==> config.mk <==
export PLATFORM = sky130hd
export DESIGN_NAME = wmo_mac
export DESIGN_NICKNAME = d
export VERILOG_FILES = /design/src/rtl/core/wmo_pkg.sv /design/src/rtl/core/wmo_mac.sv
export SDC_FILE = /design/constraint.sdc
export NUM_CORES = 1
export LEC_CHECK = 0
export BUFFER_PORTS_ARGS = -buffer_cell sky130_fd_sc_hd__buf_2
export CORE_AREA = 2 2 246 248
export CTS_BUF_LIST = sky130_fd_sc_hd__clkbuf_4
export DETAILED_ROUTE_END_ITERATION = 10
export DIE_AREA = 0 0 248 250
export PLACE_DENSITY = 0.59
export SLEW_MARGIN = 0
export SYNTH_ARGS = -nofsm -noshare
export SYNTH_HDL_FRONTEND = slang
export SYNTH_SLANG_ARGS = --single-unit
==> constraint.sdc <==
create_clock -name clk -period 9 [get_ports clk]
set_input_delay 1.8 -clock clk [delete_from_list [all_inputs] [get_ports clk]]
set_output_delay 1.8 -clock clk [all_outputs]
set_load 0.01 [all_outputs]
==> src/rtl/core/wmo_pkg.sv <==
`default_nettype none

package wmo_pkg;

  // default sizes of the table and the morph grid
  localparam int WAVES_DEF = 64;
  localparam int GRID_WIDTH_DEF = 8;
  localparam int GRID_HEIGHT_DEF = 8;
  localparam int SAMPLES_PER_WAVE_DEF = 256;

  // output sample format and its saturation limits
  localparam int SAMPLE_BITS = 16;
  localparam int SAMPLE_MAX = 2 ** (SAMPLE_BITS - 1) - 1;
  localparam int SAMPLE_MIN = -SAMPLE_MAX - 1;

  // operand width of the shared multiply and round unit
  localparam int MAC_W = 26;

  // request opcodes
  localparam logic OP_WRITE = 1'b0;
  localparam logic OP_GEN = 1'b1;

  // configuration register indexes
  localparam logic [1:0] CFG_GAIN = 2'd0;
  localparam logic [1:0] CFG_COEFF = 2'd1;
  localparam logic [1:0] CFG_MODE_XY = 2'd2;
  localparam logic [1:0] CFG_INTERP = 2'd3;

  // rounding shift of the shared unit
  typedef enum logic [1:0] {
    SH_8,
    SH_14,
    SH_16
  } rshift_t;

  // one operation of the shared unit: base + round((target - base) * mult >> sh)
  typedef struct packed {
    logic signed [MAC_W-1:0] base;
    logic signed [MAC_W-1:0] target;
    logic [15:0] mult;
    rshift_t sh;
  } mac_req_t;

  // sequencer states
  typedef enum logic [3:0] {
    ST_IDLE,
    ST_SMUL,
    ST_SADD,
    ST_READ,
    ST_RWAIT,
    ST_LMUL,
    ST_LADD,
    ST_GMUL,
    ST_GADD,
    ST_OUT
  } state_t;

  // table of i mod n for i below 256, eight bits per entry
  function automatic logic [2047:0] mod_table(input int unsigned n);
    logic [2047:0] t;
    logic [7:0] r;
    t = '0;
    r = '0;
    for (int i = 0; i < 256; i++) begin
      t[i*8 +: 8] = r;
      r = ((32'(r) + 32'd1) == n) ? 8'h00 : r + 8'h01;
    end
    return t;
  endfunction

endpackage

`default_nettype wire

==> src/rtl/core/wmo_mac.sv <==
`default_nettype none

module wmo_mac (
  input  wire logic                               clk,
  input  wire wmo_pkg::mac_req_t                  req,
  output logic signed [wmo_pkg::MAC_W-1:0]        res
);

  localparam int DW = wmo_pkg::MAC_W + 1;
  localparam int PW = DW + 17;

  logic signed [DW-1:0] diff;
  logic signed [16:0] mult_s;
  logic signed [PW-1:0] prod_q;
  logic signed [wmo_pkg::MAC_W-1:0] base_q;
  wmo_pkg::rshift_t sh_q;
  logic signed [PW-1:0] bias;
  logic signed [PW-1:0] rnd;
  logic signed [PW-1:0] shd;

  // difference times factor
  assign diff = DW'(req.target) - DW'(req.base);
  assign mult_s = {1'b0, req.mult};

  // product register
  always_ff @(posedge clk) begin
    prod_q <= diff * mult_s;
    base_q <= req.base;
    sh_q <= req.sh;
  end

  // round half up and shift
  always_comb begin
    case (sh_q)
      wmo_pkg::SH_8: begin
        bias = PW'(128);
        rnd = prod_q + bias;
        shd = rnd >>> 8;
      end
      wmo_pkg::SH_14: begin
        bias = PW'(8192);
        rnd = prod_q + bias;
        shd = rnd >>> 14;
      end
      default: begin
        bias = PW'(32768);
        rnd = prod_q + bias;
        shd = rnd >>> 16;
      end
    endcase
  end

  assign res = base_q + wmo_pkg::MAC_W'(shd);

endmodule

`default_nettype wire

* Word level (Yosys, flattened, before mapping) *
Cells that the tools add are included.

storage, ports and cells
  bits in registers = 70
  input bits = 71

cells by class
  add/sub/neg operators = 5
  multiplexer cells = 1
  $mul = 1
  equal/unequal tests = 1
  reduce and logical (&&, ||, !) cells = 1

operators with widths
  operator                count
  $pmux 26 s2             1
  $add 42x17->42 const B  1
  $mul 27x17->42          1
  $add 40x15->40 const B  1
  $add 34x9->34 const B   1
  $sub 26x26->27          1
  $add 26x26->26          1
  $eq 2x1->1 const B      1
  $logic_not 2->1         1

* Longest topological paths before layout *
Gate-level depths: netlist of run 1.

  depth in word-level cells = 3
  gate-level depth with buffers = 34
  mapped depth without buffers = 33

* Worst setup path before layout of run 1 *
No wires, ideal clock.

  path type = in2reg
  start point = in req[18] (netlist name)
  end point = reg prod_q[39]
  setup slack = -394 ps
  stages on the path = 31
  arrival = 9,272 ps
  path buffers = 2
  path through = inv_1 > ha_1 > inv_1 > fa_1 > a211o_1 > a21oi_1 > o21a_1 > nor4_1 > o2111ai_1 > and2_0 > clkbuf_1 > nand2_1 > fa_1 > fa_1 > inv_1 > fa_1 > fa_1 > fa_1 > inv_1 > fa_1 > inv_1 > ha_1 > clkbuf_1 > and4_1 > nand2_1 > nor3_1 > and2_1 > nand4_1 > a31oi_1 > nor4_1 > a311o_1

between the ends
  word-level cells in the longest chain between the ends = 2

RTL lines
  item                  line           source
  start, declared       wmo_mac.sv:5   input wire wmo_pkg::mac_req_t req,
  $sub 26x26->27        wmo_mac.sv:22  assign diff = DW'(req.target) - DW'(req.base);
  $mul 27x17->42        wmo_mac.sv:27  prod_q <= diff * mult_s;
  end signal, assigned  wmo_mac.sv:27
  end, declared         wmo_mac.sv:14  logic signed [PW-1:0] prod_q;

Every way passes these cells.

* Worst setup path in the final report of run 1 *
  start point = in req[18] (netlist name)
  end point = reg prod_q[34]

Same word-level chain as after synthesis.

==> results of run 1 <==
==> final timing paths <==
| path | cells past startpoint | slack [ps] | to |
|---|---|---|---|
| worst max-delay path | 30 | 130 | prod_q[34] |
| worst min-delay path | 1 | 1470 | sh_q[0] |
==> area by class of cell <==
| type | instances | share of cell area, % |
|---|---|---|
| timing repair buffer | 343 | 10.5 |
| tap | 782 | 4.11 |
| sequential | 63 | 5.29 |
| clock inverter | 7 | 0.310 |
| clock buffer | 9 | 0.284 |
| antenna | 1 | 0.0105 |
| inverter | 512 | 8.08 |
| multi-input combinational | 1614 | 71.4 |
==> cells by family after synthesis <==
kind of cell,after synthesis,share of synthesized area [%]
AOI/OAI and AO/OA,234,7.68
xor gates and xnor gates,109,4.77
adders and majority gates,559,50.3
buffers and inverters,602,11.5
DFF,63,6.31
muxes,59,3.13
and+or+nand+nor,653,16.4
==> cell usage after synthesis (3+ instances only) <==
| cell type | count | area, µm² |
|---|---|---|
| nand3b_1 | 4 | 30.0 |
| a221o_1 | 4 | 40.0 |
| buf_6 | 4 | 45.0 |
| dfxtp_1 | 63 | 1260 |
| nor3_1 | 17 | 85.1 |
| o211ai_1 | 3 | 22.5 |
| o21ai_1 | 6 | 30.0 |
| and3_1 | 22 | 138 |
| and2_1 | 153 | 957 |
| fa_1 | 407 | 8150 |
| a211o_1 | 6 | 52.6 |
| nand3_1 | 15 | 75.1 |
| inv_1 | 511 | 1920 |
| a211oi_1 | 8 | 60.1 |
| o21bai_1 | 10 | 75.1 |
| nor2b_1 | 18 | 113 |
| xnor2_1 | 70 | 613 |
| nor4_1 | 9 | 56.3 |
| or2_2 | 4 | 25.0 |
| ha_1 | 152 | 1900 |
| nor2_1 | 57 | 214 |
| xor2_1 | 39 | 342 |
| o21a_1 | 14 | 105 |
| nand2b_1 | 28 | 175 |
| clkbuf_1 | 83 | 312 |
| a311oi_1 | 3 | 26.3 |
| a31oi_1 | 7 | 43.8 |
| mux2i_1 | 34 | 340 |
| or3_1 | 7 | 43.8 |
| mux2_1 | 18 | 203 |
| nand2_1 | 294 | 1100 |
| a21oi_1 | 80 | 400 |
| mux2_2 | 5 | 56.3 |
| o21ai_0 | 32 | 160 |
| and4_1 | 4 | 35.0 |
| a21o_1 | 37 | 278 |
==> registers in the layout, indices dropped and copies added, names as in the netlist <==
signal,cells
prod_q,35
base_q,26
sh_q,2
==> timing repair <==
action / 4_1_cts / 5_1_grt
pin swaps: 4 / 65
resized for setup: 12 / 106
setup buffers: 0 / 14
hold buffers: 0 / 0
endpoints found under the setup margin: 13 / 21
hold endpoints to repair: 0 / 0
==> through the flow <==
stage	utilization [%]	setup TNS, ps	cell area (µm²)	std cells
2_1_floorplan	-	0	20000	2279
5_1_grt	40.0	-441	23800	3331
3_5_place_dp	38.6	-10690	23000	3301
6_report	40.0	0	23800	3331
3_3_place_gp	38.6	-9130	23000	3301
4_1_cts	38.9	-3.24	23200	3317
==> per-layer routing <==
metal  vias up  share of wire (%)  track usage, %
met5         -                  0               0
met4         0                2.9            5.32
met3       105                3.4            1.25
met2       350                 52            34.7
met1      8233                 41            23.2
li1       7437                  -               -
==> results by group, run 1 <==
Timing
  • Final Critical Period: 8870 ps
  • RSZ-0062 raised after global routing: true
  • Worst slew pin tran: 1030 ps
  • Slew headroom: 31.0%
  • Final Max Slew Viols: 0
  • Max Clk Rate: 113 MHz
  • Period utilization: 98.5%
  • Final hold viol count: 0
  • Final setup viols: 0
  • Worst hold margin: 1470 ps
  • Final Worst Setup Slack: 133 ps

Final layout
  • Sequential cell area: 1260 µm²
  • Final net count: 3,173
  • Most frequent cells in the layout: inv_1, fa_1, nand2_1
  • Area of the multi-input gates: 17,000 µm²
  • Layout Area Growth over Synthesis: 19.2%
  • Fillers: 5,976
  • Share of layout cells above drive strength 1: 18.7%
  • Most common cell after layout, fill and taps aside: inv_1

Yosys
  • Warnings, synthesis: 0
  • Async set-reset flop share out of synthesis: 0%
  • Register area share after synthesis: 6.31%
  • Count of cell types in the netlist: slightly below 80
  • Post-synth EDFFs: 0
  • Synthesized instance count: 2,279
  • Post-synthesis register bit count: 63
  • Mapped Nets: 2,909
  • Average cell area after synthesis: 8.77 µm²
  • Top_reg_cell synth: dfxtp_1
  • Cell Area, Synth: 20,000 µm²

GRT
  • Total track usage: 18.8%
  • Initial antenna violation count: 1
  • GRT overflow: 0
  • Largest net degree at the start of global routing: 30
  • Vias in the first global route: 18,033
  • First-pass GRT wire length: around 92,000 µm

Setup path
  • Worst path max stage delay: 600 ps
  • Crit path required time: around 9400 ps
  • Startpoint types: input port
  • Crit path buffers/inverters: 6
  • CP Max Fanout: 5
  • Critical-path top delay cell: fa_2
  • Crit path from: req[18]
  • Crit Path Class: in -> reg
  • Family with the most delay on the worst path: adder cells
  • Most used cell, CP: fa_1
  • Crit end category: flop
  • Worst Path Arrival: 9240 ps

CTS
  • Max Buffers Root-to-Sink: 2
  • Num CTS Buffers: 9
  • CTS sink count: 63
  • Root Driver: clkbuf_4
  • H-tree depth: 3
  • CTS clock-pin slew for the worst setup and hold paths: 130 ps
  • CTS tree: done

Job
  • Max_cap viols: 0

Floorplan
  • Die area: approximately 62,000 µm²
  • Initial Util: around a third
  • Row Count: 90
  • Core area: 59,600 µm²
  • Die width: roughly 250 µm
  • Boundary Pins: 97
  • DIE HEIGHT: ~250 µm

Routing
  • Via count: 16,125
  • ANT nets after route: 0
  • Vias/cell: 4.84
  • DRT Pass-1 Iters: 5
  • Detail-routed net length per standard cell: ~17 µm
  • Drt drc: 0
  • Starting DRT DRC Count: 794
  • Final WL: 57,000 µm

Placed design
  • Dpl ws: -662 ps
  • Dpl hpwl: 45,600 µm
  • RD Place Congestion: 0.902
  • # port buffers: 96

Worst hold path
  • Hold Crit Class: in -> reg
  • Worst Min Path Start: req[0]

Run status
  • Status: complete, no violations
Power of run 1 is not shown: default switching activity piles up to over one toggle a cycle in this logic, so the estimate is an artifact.
==> run 2: changes to the inputs <==
--- a/config.mk
+++ b/config.mk
@@ -10,7 +10,6 @@
 export CTS_BUF_LIST = sky130_fd_sc_hd__clkbuf_4
 export DETAILED_ROUTE_END_ITERATION = 10
 export DIE_AREA = 0 0 248 250
-export PLACE_DENSITY = 0.59
 export SLEW_MARGIN = 0
 export SYNTH_ARGS = -nofsm -noshare
 export SYNTH_HDL_FRONTEND = slang
==> run 2 against run 1 <==
Against the previous run:
- global-route usage shrank 0.34 points
- non-clock buffer count is 21 higher
- final cell count is 0.60% higher
- final area rose by 0.50%
- core utilization up 0.20 points
- worst setup slack got worse by 40 ps
- first-iteration DRC count grew 18%
- critical path type unchanged
- critical endpoint is now prod_q[40]
- largest cell class unchanged
- highest routed layer unchanged
==> results by group, run 2 (synthesis results as in run 1) <==
Run status
  • Status: complete, no violations (unchanged)

Final layout
  • Layout Area Growth over Synthesis: 19.8% (was 19.2%)
  • Biggest register: prod_q (unchanged)
  • Most common cell after layout, fill and taps aside: inv_1 (unchanged)
  • # diodes: 0 (was 1)
  • Biggest regs: prod_q x35, base_q x26, sh_q x2 (unchanged)
  • Final net count: 3,194 (was 3,173)
  • Max FFs per register: 35 (unchanged)
  • Share of layout cells above drive strength 1: 19.5% (was 18.7%)
  • Post-route insts no fill: 3,351 (was 3,331)
  • Most frequent cells in the layout: inv_1, fa_1, nand2_1 (unchanged)

Routing
  • M1 WL: 22,900 µm (was 23,600 µm)
  • Met2 WL: 28,800 µm (was 29,800 µm)
  • DR top layer: met4 (unchanged)
  • Via count: 16,192 (was 16,125)
  • Vias/cell: 4.83 (was 4.84)
  • Drt drc: 0 (unchanged)
  • DRT Pass-1 Iters: 5 (unchanged)
  • Starting DRT DRC Count: 935 (was 794)
  • Routed wl met3: 2530 µm (was 1970 µm)
  • Final WL: 55,900 µm (was 57,000 µm)
  • ANT nets after route: 0 (unchanged)
  • Detail-routed net length per standard cell: 16.7 µm (was 17.1 µm)

Timing
  • Slew headroom: 36.8% (was 31.0%)
  • Final hold viol count: 0 (unchanged)
  • Final setup viols: 0 (unchanged)
  • Worst slew pin tran: 943 ps (was 1030 ps)
  • Final Critical Period: 8910 ps (was 8870 ps)
  • Max Clk Rate: 112 MHz (was 113 MHz)
  • Period utilization: 99.0% (was 98.5%)
  • Final Max Slew Viols: 0 (unchanged)
  • RSZ-0062 raised after global routing: true (unchanged)

Setup path
  • Most used cell, CP: fa_1 (unchanged)
  • Crit Path Class: in -> reg (unchanged)
  • Worst path max stage delay: 560 ps (was 600 ps)
  • Crit end category: flop (unchanged)
  • Worst Path Arrival: 9220 ps (was 9240 ps)
  • Critical-path top delay cell: fa_1 (was fa_2)
  • CP Max Fanout: 5 (unchanged)
  • Startpoint types: input port (unchanged)
  • Crit path required time: 9310 ps (was 9380 ps)

CTS
  • CTS sink count: 63 (unchanged)
  • H-tree depth: 3 (unchanged)
  • Max Buffers Root-to-Sink: 2 (unchanged)
  • Cts hold-fix bufs: 0 (unchanged)
  • Root Driver: clkbuf_4 (unchanged)
  • CTS tree: done (unchanged)
  • Num CTS Buffers: 9 (unchanged)
  • CTS clock-pin slew for the worst setup and hold paths: 120 ps (was 130 ps)

Placed design
  • # port buffers: 96 (unchanged)
  • Inst Count DP: 3,310 (was 3,301)
  • RD Place Congestion: 0.886 (was 0.902)
  • Dpl hpwl: 46,000 µm (was 45,600 µm)

Floorplan
  • DIE HEIGHT: 250 µm (unchanged)
  • Die width: 248 µm (unchanged)
  • Die area: 62,000 µm² (unchanged)
  • Core area: 59,600 µm² (unchanged)
  • Boundary Pins: 97 (unchanged)
  • Initial Util: 33.6% (unchanged)
  • Row Count: 90 (unchanged)

GRT
  • GRT overflow: 0 (unchanged)
  • Largest net degree at the start of global routing: 33 (was 30)
  • Vias in the first global route: 17,891 (was 18,033)
  • Total track usage: 18.4% (was 18.8%)
  • Initial antenna violation count: 1 (unchanged)
  • First-pass GRT wire length: 90,600 µm (was 92,100 µm)

Worst hold path
  • Worst Hold End: base_q[22] (was sh_q[0])
  • Hold Path Stages: 1 (unchanged)
  • Worst Min Path Start: req[66] (was req[0])
  • Hold Crit Class: in -> reg (unchanged)

Job
  • Max_cap viols: 0 (unchanged)
## run 2: changes by cell type in the layout (fill, tap and decap cells not counted), sizes merged
cell,previous run,this run
bufinv,1,0
buf,342,364
diode,1,0
clkinv,5,4
clkbuf,10,11
## run 2: worst max path at each step
stage	depth (start not counted)	startpoint	endpoint	slack, ps
finish	32	req[18]	prod_q[40]	90
global route	32	req[18]	prod_q[40]	-120
CTS	31	req[18]	prod_q[31]	0.4
detailed placement	32	req[18]	prod_q[40]	-610
global placement	31	req[18]	prod_q[39]	-490
floorplan	32	req[18]	prod_q[40]	5
## run 2: repair_timing
action                                  4_1_cts  5_1_grt
buffers inserted                              2       22
gates cloned                                  0        1
endpoints found under the setup margin       15       21
pin swaps                                     6       58
resized for setup                            11      115
## run 2: layer usage
layer / vias to the layer above / global-route usage (%)
met1: 8177 / 22.9
met5: - / 0
met4: 0 / 5.25
li1: 7480 / -
met3: 104 / 1.56
met2: 431 / 33.6
## run 2: worst max-delay path: cells and delay by family
kind / cells / cell delay [ps]
AOI/OAI and AO/OA: 10 / 2160
xor gates and xnor gates: 2 / 360
adders and majority gates: 9 / 3850
buffers and inverters: 7 / 470
and+or+nand+nor: 4 / 590
## run 2: final cells by class
cell class | instances | area (µm²)
flip-flops and latches | 63 | 1260
multi-input cells | 1614 | 17000
well taps | 782 | 978
repair buffers | 364 | 2660
clock buffers | 11 | 82.6
inverters | 512 | 1920
fillers | 5910 | 35600
clock inverters | 5 | 25.0
## run 2: stage by stage
| step | utilization (%) | cell area [µm²] | hold WS (ps) | setup slack [ps] | TNS [ps] |
|---|---|---|---|---|---|
| floorplan | - | 20000 | 1830 | 5.14 | 0 |
| global placement | 38.7 | 23100 | 1910 | -488 | -7930 |
| detailed placement | 38.7 | 23100 | 1910 | -611 | -10620 |
| CTS | 39.0 | 23200 | 1460 | 0.415 | 0 |
| global route | 40.2 | 23900 | 1440 | -120 | -440 |
| finish | 40.2 | 23900 | 1480 | 93.3 | 0 |
Power of run 2 is left out for the same reason.
